<file path="config.mk">
export PLATFORM = sky130hd
export DESIGN_NAME = hybrid_ca_next_generation
export DESIGN_NICKNAME = d
export VERILOG_FILES = /design/src/rtl/core/hca_pkg.sv /design/src/rtl/core/hca_align.sv /design/src/rtl/core/hca_nbhd.sv /design/src/rtl/core/hca_rule.sv /design/src/rtl/core/hca_unalign.sv /design/src/rtl/core/hybrid_ca_next_generation.sv
export SDC_FILE = /design/constraint.sdc
export NUM_CORES = 1
export LEC_CHECK = 0
export ABC_CLOCK_PERIOD_IN_PS = 8700
export BUFFER_PORTS_ARGS = -buffer_cell sky130_fd_sc_hd__buf_2
export CORE_MARGIN = 2
export CORE_UTILIZATION = 45
export DETAILED_ROUTE_END_ITERATION = 12
export GPL_TIMING_DRIVEN = 0
export SYNTH_ARGS = -nofsm -noshare
export SYNTH_HDL_FRONTEND = slang
export SYNTH_SLANG_ARGS = --single-unit
</file>
<file path="constraint.sdc">
create_clock -name clk -period 8.7 [get_ports clk]
set_input_delay 0.87 -clock clk [delete_from_list [all_inputs] [get_ports clk]]
set_output_delay 0.87 -clock clk [all_outputs]
set_load 0.05 [all_outputs]
</file>
<file path="src/rtl/core/hca_pkg.sv">
// shared types, constants and register codes of the hybrid cellular automaton step
`timescale 1ns / 1ps

package hca_pkg;

  localparam int CELLS_MAX_DEF = 16;
  localparam int GEN_W         = 16;
  localparam int CNT_W         = 5;
  localparam int RULE_W        = 8;
  localparam int RULES_W       = 128;
  localparam int CFG_ADDR_W    = 3;
  localparam int CFG_DATA_W    = 64;

  localparam logic [CFG_ADDR_W-1:0] REG_CELL_COUNT    = 3'd0;
  localparam logic [CFG_ADDR_W-1:0] REG_LEFT_RADIUS   = 3'd1;
  localparam logic [CFG_ADDR_W-1:0] REG_RIGHT_RADIUS  = 3'd2;
  localparam logic [CFG_ADDR_W-1:0] REG_NULL_BOUNDARY = 3'd3;
  localparam logic [CFG_ADDR_W-1:0] REG_RULES_LOW     = 3'd4;
  localparam logic [CFG_ADDR_W-1:0] REG_RULES_HIGH    = 3'd5;

  // static settings seen by every stage
  typedef struct packed {
    logic [CNT_W-1:0]   cell_n;    // clamped cell count
    logic [CNT_W-1:0]   shamt;     // cells_max minus cell_n
    logic               left_r;
    logic               right_r;
    logic               null_bnd;
    logic [RULES_W-1:0] rules;
  } cfg_t;

endpackage

</file>
<file path="src/rtl/core/hca_align.sv">
// stage 1: moves cell 0 of the present generation to the top bit
`timescale 1ns / 1ps

module hca_align #(
  parameter int CELLS_MAX = hca_pkg::CELLS_MAX_DEF
) (
  input  logic                       clk,
  input  logic                       rst_n,
  input  hca_pkg::cfg_t              cfg,
  input  logic                       valid_i,
  output logic                       ready_o,
  input  logic [hca_pkg::GEN_W-1:0]  gen_i,
  output logic                       valid_o,
  input  logic                       ready_i,
  output logic [CELLS_MAX-1:0]       cells_o
);

  logic                 valid_r;
  logic [CELLS_MAX-1:0] cells_r;
  logic [CELLS_MAX-1:0] cells_nxt;

  assign ready_o   = !valid_r || ready_i;
  // bits at or above the cell count fall off the top
  assign cells_nxt = gen_i[CELLS_MAX-1:0] << cfg.shamt;

  always_ff @(posedge clk) begin
    if (!rst_n) begin
      valid_r <= 1'b0;
    end else if (ready_o) begin
      valid_r <= valid_i;
    end
  end

  always_ff @(posedge clk) begin
    if (ready_o && valid_i) begin
      cells_r <= cells_nxt;
    end
  end

  assign valid_o = valid_r;
  assign cells_o = cells_r;

endmodule

</file>
<file path="src/rtl/core/hca_nbhd.sv">
// stage 2: builds the three-bit neighborhood index of every cell
`timescale 1ns / 1ps

module hca_nbhd #(
  parameter int CELLS_MAX = hca_pkg::CELLS_MAX_DEF
) (
  input  logic                 clk,
  input  logic                 rst_n,
  input  hca_pkg::cfg_t        cfg,
  input  logic                 valid_i,
  output logic                 ready_o,
  input  logic [CELLS_MAX-1:0] cells_i,
  output logic                 valid_o,
  input  logic                 ready_i,
  output logic [2:0]           idx_o [CELLS_MAX]
);

  logic                 valid_r;
  logic [2:0]           idx_r   [CELLS_MAX];
  logic [2:0]           idx_nxt [CELLS_MAX];
  logic [CELLS_MAX-1:0] low_sh;
  logic                 wrap_l;
  logic                 wrap_r;

  assign ready_o = !valid_r || ready_i;

  // last cell in use sits at bit cells_max minus n, cell 0 at the top bit
  assign low_sh = cells_i >> cfg.shamt;
  assign wrap_l = cfg.null_bnd ? 1'b0 : low_sh[0];
  assign wrap_r = cfg.null_bnd ? 1'b0 : cells_i[CELLS_MAX-1];

  for (genvar i = 0; i < CELLS_MAX; i++) begin : g_cell
    logic lb;
    logic sb;
    logic rb;
    assign sb = cells_i[CELLS_MAX-1-i];
    if (i == 0) begin : g_left_edge
      assign lb = wrap_l;
    end else begin : g_left_in
      assign lb = cells_i[CELLS_MAX-i];
    end
    if (i == CELLS_MAX - 1) begin : g_right_edge
      assign rb = wrap_r;
    end else begin : g_right_in
      assign rb = (hca_pkg::CNT_W'(i + 1) >= cfg.cell_n) ? wrap_r : cells_i[CELLS_MAX-2-i];
    end
    always_comb begin
      case ({cfg.left_r, cfg.right_r})
        2'b11:   idx_nxt[i] = {lb, sb, rb};
        2'b10:   idx_nxt[i] = {1'b0, lb, sb};
        2'b01:   idx_nxt[i] = {1'b0, sb, rb};
        default: idx_nxt[i] = {2'b00, sb};
      endcase
    end
  end

  always_ff @(posedge clk) begin
    if (!rst_n) begin
      valid_r <= 1'b0;
    end else if (ready_o) begin
      valid_r <= valid_i;
    end
  end

  always_ff @(posedge clk) begin
    if (ready_o && valid_i) begin
      idx_r <= idx_nxt;
    end
  end

  assign valid_o = valid_r;
  assign idx_o   = idx_r;

endmodule

</file>
<file path="src/rtl/core/hca_rule.sv">
// stage 3: looks up each cell's next state in its own rule
`timescale 1ns / 1ps

module hca_rule #(
  parameter int CELLS_MAX = hca_pkg::CELLS_MAX_DEF
) (
  input  logic                 clk,
  input  logic                 rst_n,
  input  hca_pkg::cfg_t        cfg,
  input  logic                 valid_i,
  output logic                 ready_o,
  input  logic [2:0]           idx_i [CELLS_MAX],
  output logic                 valid_o,
  input  logic                 ready_i,
  output logic [CELLS_MAX-1:0] next_o
);

  logic                 valid_r;
  logic [CELLS_MAX-1:0] next_r;
  logic [CELLS_MAX-1:0] next_nxt;

  assign ready_o = !valid_r || ready_i;

  for (genvar i = 0; i < CELLS_MAX; i++) begin : g_cell
    logic [hca_pkg::RULE_W-1:0] rule;
    assign rule                   = cfg.rules[hca_pkg::RULE_W*i +: hca_pkg::RULE_W];
    assign next_nxt[CELLS_MAX-1-i] = rule[idx_i[i]];
  end

  always_ff @(posedge clk) begin
    if (!rst_n) begin
      valid_r <= 1'b0;
    end else if (ready_o) begin
      valid_r <= valid_i;
    end
  end

  always_ff @(posedge clk) begin
    if (ready_o && valid_i) begin
      next_r <= next_nxt;
    end
  end

  assign valid_o = valid_r;
  assign next_o  = next_r;

endmodule

</file>
<file path="src/rtl/core/hca_unalign.sv">
// stage 4: moves the next generation back to the low bits and holds the result
`timescale 1ns / 1ps

module hca_unalign #(
  parameter int CELLS_MAX = hca_pkg::CELLS_MAX_DEF
) (
  input  logic                      clk,
  input  logic                      rst_n,
  input  hca_pkg::cfg_t             cfg,
  input  logic                      valid_i,
  output logic                      ready_o,
  input  logic [CELLS_MAX-1:0]      next_i,
  output logic                      valid_o,
  input  logic                      ready_i,
  output logic [hca_pkg::GEN_W-1:0] gen_o
);

  logic                      valid_r;
  logic [hca_pkg::GEN_W-1:0] gen_r;
  logic [CELLS_MAX-1:0]      gen_sh;

  assign ready_o = !valid_r || ready_i;
  // cells beyond the count shift out, so unused high bits come out zero
  assign gen_sh  = next_i >> cfg.shamt;

  always_ff @(posedge clk) begin
    if (!rst_n) begin
      valid_r <= 1'b0;
    end else if (ready_o) begin
      valid_r <= valid_i;
    end
  end

  always_ff @(posedge clk) begin
    if (ready_o && valid_i) begin
      gen_r <= hca_pkg::GEN_W'(gen_sh);
    end
  end

  assign valid_o = valid_r;
  assign gen_o   = gen_r;

endmodule

</file>
<file path="src/rtl/core/hybrid_ca_next_generation.sv">
// top level: one generation step of a hybrid one-dimensional cellular automaton
`timescale 1ns / 1ps

// Takes the present generation of up to CELLS_MAX binary cells (cell 0 in bit
// cell_count-1) and returns the next generation in the same bit order, with
// every bit at or above the cell count zero. Each cell has its own 8-bit rule
// indexed Wolfram style by {left, self, right}, the left and right neighbors
// taken only when their radius is 1, and edge neighbors read zero under a null
// boundary or wrap around the cells in use under a periodic one. A cell count
// above CELLS_MAX acts as CELLS_MAX; zero gives an all-zero result. The stages
// are align, neighborhood, rule lookup and output register, and one item is
// accepted every cycle unless a stall backs up to the input; each stage holds
// its own valid bit and only stops when it is full and the stage after it is
// stalled, so a waiting result does not block a new item while a bubble is
// free. Write configuration only while the pipeline is empty.

module hybrid_ca_next_generation #(
  parameter int CELLS_MAX = hca_pkg::CELLS_MAX_DEF
) (
  input  logic                           clk,
  input  logic                           rst_n,
  // configuration write port
  input  logic                           cfg_we,
  input  logic [hca_pkg::CFG_ADDR_W-1:0] cfg_addr,
  input  logic [hca_pkg::CFG_DATA_W-1:0] cfg_wdata,
  // input items
  input  logic                           in_tvalid,
  output logic                           in_tready,
  input  logic [hca_pkg::GEN_W-1:0]      in_tdata,   // [15:0] present_generation
  // result items
  output logic                           out_tvalid,
  input  logic                           out_tready,
  output logic [hca_pkg::GEN_W-1:0]      out_tdata   // [15:0] next_generation
);

  // configuration registers
  logic [hca_pkg::CNT_W-1:0]      cell_count_r;
  logic                           left_radius_r;
  logic                           right_radius_r;
  logic                           null_boundary_r;
  logic [hca_pkg::CFG_DATA_W-1:0] rules_low_r;
  logic [hca_pkg::CFG_DATA_W-1:0] rules_high_r;

  hca_pkg::cfg_t             cfg;
  logic [hca_pkg::CNT_W-1:0] cell_n;

  // pipeline links
  logic                 s1_valid;
  logic                 s1_ready;
  logic [CELLS_MAX-1:0] s1_cells;
  logic                 s2_valid;
  logic                 s2_ready;
  logic [2:0]           s2_idx [CELLS_MAX];
  logic                 s3_valid;
  logic                 s3_ready;
  logic [CELLS_MAX-1:0] s3_next;

  always_ff @(posedge clk) begin
    if (!rst_n) begin
      cell_count_r    <= hca_pkg::CNT_W'(8);
      left_radius_r   <= 1'b1;
      right_radius_r  <= 1'b1;
      null_boundary_r <= 1'b1;
      rules_low_r     <= '0;
      rules_high_r    <= '0;
    end else if (cfg_we) begin
      unique case (cfg_addr)
        hca_pkg::REG_CELL_COUNT:    cell_count_r    <= cfg_wdata[hca_pkg::CNT_W-1:0];
        hca_pkg::REG_LEFT_RADIUS:   left_radius_r   <= cfg_wdata[0];
        hca_pkg::REG_RIGHT_RADIUS:  right_radius_r  <= cfg_wdata[0];
        hca_pkg::REG_NULL_BOUNDARY: null_boundary_r <= cfg_wdata[0];
        hca_pkg::REG_RULES_LOW:     rules_low_r     <= cfg_wdata;
        hca_pkg::REG_RULES_HIGH:    rules_high_r    <= cfg_wdata;
        default: ;  // unmapped index, write ignored
      endcase
    end
  end

  // clamp the cell count to the array size
  assign cell_n = (cell_count_r > hca_pkg::CNT_W'(CELLS_MAX)) ?
                  hca_pkg::CNT_W'(CELLS_MAX) : cell_count_r;

  assign cfg.cell_n   = cell_n;
  assign cfg.shamt    = hca_pkg::CNT_W'(CELLS_MAX) - cell_n;
  assign cfg.left_r   = left_radius_r;
  assign cfg.right_r  = right_radius_r;
  assign cfg.null_bnd = null_boundary_r;
  assign cfg.rules    = {rules_high_r, rules_low_r};

  hca_align #(.CELLS_MAX(CELLS_MAX)) u_align (
    .clk     (clk),
    .rst_n   (rst_n),
    .cfg     (cfg),
    .valid_i (in_tvalid),
    .ready_o (in_tready),
    .gen_i   (in_tdata),
    .valid_o (s1_valid),
    .ready_i (s1_ready),
    .cells_o (s1_cells)
  );

  hca_nbhd #(.CELLS_MAX(CELLS_MAX)) u_nbhd (
    .clk     (clk),
    .rst_n   (rst_n),
    .cfg     (cfg),
    .valid_i (s1_valid),
    .ready_o (s1_ready),
    .cells_i (s1_cells),
    .valid_o (s2_valid),
    .ready_i (s2_ready),
    .idx_o   (s2_idx)
  );

  hca_rule #(.CELLS_MAX(CELLS_MAX)) u_rule (
    .clk     (clk),
    .rst_n   (rst_n),
    .cfg     (cfg),
    .valid_i (s2_valid),
    .ready_o (s2_ready),
    .idx_i   (s2_idx),
    .valid_o (s3_valid),
    .ready_i (s3_ready),
    .next_o  (s3_next)
  );

  hca_unalign #(.CELLS_MAX(CELLS_MAX)) u_unalign (
    .clk     (clk),
    .rst_n   (rst_n),
    .cfg     (cfg),
    .valid_i (s3_valid),
    .ready_o (s3_ready),
    .next_i  (s3_next),
    .valid_o (out_tvalid),
    .ready_i (out_tready),
    .gen_o   (out_tdata)
  );

endmodule

</file>
==> impl_metrics.json <==
{
  "cts_tree": "built",
  "start_kind": "flip-flop",
  "placementRows": 57,
  "final_max_slew_viol_count": 0,
  "route.detailed.wl_per_inst_um": 19.0,
  "vias": 8244,
  "rsz0062_at_grt": "false",
  "post-route-min-period_ns": 3.54,
  "synth.top_cell.area_share_pct": 25.7,
  "worst_slew_pin_slew_ns": 0.910,
  "grt_pass1_wl_mm": 44.5,
  "core-area_mm2": 0.0244,
  "syn_inst": 1037,
  "cap_violations": 0,
  "fin_skew_ns": 0.0210,
  "min_path_type": "flip-flop to flip-flop",
  "synth_common_cells": "265 x nand2_1, 140 x dfxtp_1, 129 x a21boi_0",
  "crit_slowest_cell": "buf_2",
  "cp.arrival_ns": 3.88,
  "synth_area_mm2": 0.0112,
  "synth-edff-count": 96,
  "first_global_vias": 7919,
  "critPathMaxStageDelay_ns": 0.36,
  "finalPower_uw": 2530,
  "grt.overflow.total": 0,
  "drc": 0,
  "routed_wirelength_mm": 28.7,
  "worstPathRequired_ns": 9.04,
  "viasPerCell": 5.45,
  "synth_cell_types": 51,
  "finalWeightedCongestion": 0.900,
  "drive_gt1_share_pct": 20.0,
  "grt_usage_pct": 21.7,
  "power.density_mw_per_mm2": 195,
  "area_delta_synth_final_pct": 16.0,
  "cts_buffers": 26,
  "place_area_mm2": 0.0121,
  "antenna_found_initial": 0,
  "status": "completed",
  "ctsResizeCount": 0,
  "cts_buffer_depth": 3,
  "setup_tns_ns": 0,
  "dp_hpwl_mm": 20.8,
  "initial_core_util_pct": 45.9,
  "postSynthAreaPerCell_um2": 10.8,
  "cp_common_cell": "buf_2",
  "ant_nets": 0,
  "path_delay_family": "buffers and inverters",
  "root_buffer": "clkbuf_16",
  "dr.pass1.iters": 5,
  "path_cells": "buf_2, nand2b_1, buf_4, buf_2, ha_1, buf_2, buf_2, buf_2, inv_2, buf_2, mux4_2, o2bb2ai_1",
  "final-setup-viol-count": 0,
  "dieArea_mm2": 0.0262,
  "clkTransAtPathRegs_ns": 0.06,
  "end_kind": "flip-flop",
  "clock_latency_ns": 0.53,
  "cts_sinks": 236,
  "n_antenna_cell": 0,
  "hold_viol": 0,
  "grt_max_degree": 37,
  "port-buffer-count": 102,
  "fin_hold_ws_ns": 0.459,
  "multi_input_area_mm2": 0.00517,
  "critPathKind": "flip-flop to flip-flop",
  "ctsHtreeMaxLevel": 1,
  "postCtsHoldBufs": 0,
  "synth_most_common_cell": "nand2_1",
  "ios": 106,
  "regArea_mm2": 0.00569,
  "fin_crit_sh_pct": 40.7,
  "die_x_um": 162,
  "synth_flop_cell": "dfxtp_1",
  "ys_seq_area_share_pct": 50.8,
  "async_flop_share_pct": 0,
  "leakage_uw": 0.00481,
  "die_y_um": 162,
  "synth-seq-cells": 236,
  "yosysTopAreaCell": "edfxtp_1",
  "relSlewSlack_pct": 39.0,
  "drt-initial-drc-count": 608,
  "nNetsFinal": 1258,
  "critical_path.max_fanout": 11,
  "finalInstanceArea_mm2": 0.0130,
  "nFillCells": 2292,
  "critPathBufInv": 8,
  "fmax_ghz": 0.282,
  "vdd_ir_drop_max_mv": 0.111,
  "yosys_warnings": 0,
  "synth_nets": 1127,
  "cts_setup_buffers": 0,
  "ys_top_cells_by_area": "edfxtp_1 26%, dfxtp_1 25%, mux4_2 9.7%, nand2_1 8.9%, a21boi_0 8.6%"
}
where the power goes:
| group | switching [uW] | internal, uW |
|---|---|---|
| combinational | 120 | 102 |
| sequential | 34.2 | 1200 |
| clock | 446 | 633 |
routing by layer:
layer | vias to the layer above | GRT usage (%) | share of wire [%] | wire length [um]
met5 | - | 0 | 0 | 0
met4 | 0 | 4.83 | 1.9 | 531
met3 | 39 | 2.99 | 5.4 | 1550
met2 | 225 | 34.0 | 45 | 12900
met1 | 4010 | 32.2 | 48 | 13700
li1 | 3970 | - | - | -
logic make-up after synthesis:
kind of cell             after synthesis  share of synthesized area, %
buffers and inverters                 85                          3.23
flip-flops                           236                          50.8
XOR/XNOR                               1                         0.145
AO/OA/AOI/OAI                        205                          13.4
multiplexers                         143                          18.4
AND/OR/NAND/NOR                      365                          13.9
adder cells (fa/ha/maj)                2                         0.223
final cells by class:
| class | count | area share (%) |
|---|---|---|
| plain buffers | 79 | 2.61 |
| clock buffers | 36 | 5.79 |
| clock inverters | 12 | 0.655 |
| inverters | 6 | 0.173 |
| multi-input cells | 716 | 39.8 |
| flip-flops and latches | 236 | 43.8 |
| well taps | 324 | 3.12 |
| repair buffers | 103 | 4.08 |
registers in the layout (all words and copies together), names as in the netlist:
signal,flops
u_rule.next_o,16
u_unalign.valid_o,1
rules_low_r,64
u_rule.valid_o,1
u_nbhd.valid_o,1
u_align.valid_o,1
u_unalign.gen_o,16
cell_count_r,5
right_radius_r,1
rules_high_r,64
null_boundary_r,1
u_nbhd.idx_o,48
u_align.cells_o,16
left_radius_r,1
worst min-delay path, delay by kind of cell (launching register included):
family / cells / cell delay, ns
flops: 1 / 0.31
compound gates: 1 / 0.06
simple gates: 1 / 0.04
cells in the final DEF (no fill, tap or decap), types with 7 or more instances in the layout:
master     instances
nor2b_1           12
a21boi_0         128
mux2i_1           75
and3_1            19
clkbuf_1          67
mux4_2            48
clkbuf_16         29
nand2_1          265
o22ai_1           12
a22o_1            15
buf_2            112
mux2_2            20
edfxtp_1          96
nor2_1            35
nor3_1             7
dfxtp_1          140
a21oi_1           26
path summary, 6_finish.rpt:
path	from	to	slack (ns)	cells after the start
worst max-delay path	cell_count_r[4]$_SDFFE_PN0P_	u_align.cells_o[11]$_SDFFCE_PP0P_	5.16	12
worst min-delay path	rules_high_r[32]$_SDFFE_PN0P_	rules_high_r[32]$_SDFFE_PN0P_	0.46	2
worst max register to register	cell_count_r[4]$_SDFFE_PN0P_	u_align.cells_o[11]$_SDFFCE_PP0P_	5.16	12
worst min register to register	rules_high_r[32]$_SDFFE_PN0P_	rules_high_r[32]$_SDFFE_PN0P_	0.46	2
per-stage QoR:
stage / setup slack, ns / util (%) / instances
floorplan: 4.93 / - / 1037
global placement: 3.87 / 49.7 / 1463
detailed placement: 5.25 / 49.8 / 1464
CTS: 5.23 / 53.2 / 1512
global route: 5.01 / 53.2 / 1512
finish: 5.16 / 53.2 / 1512
(Power assumes the default switching activity.)
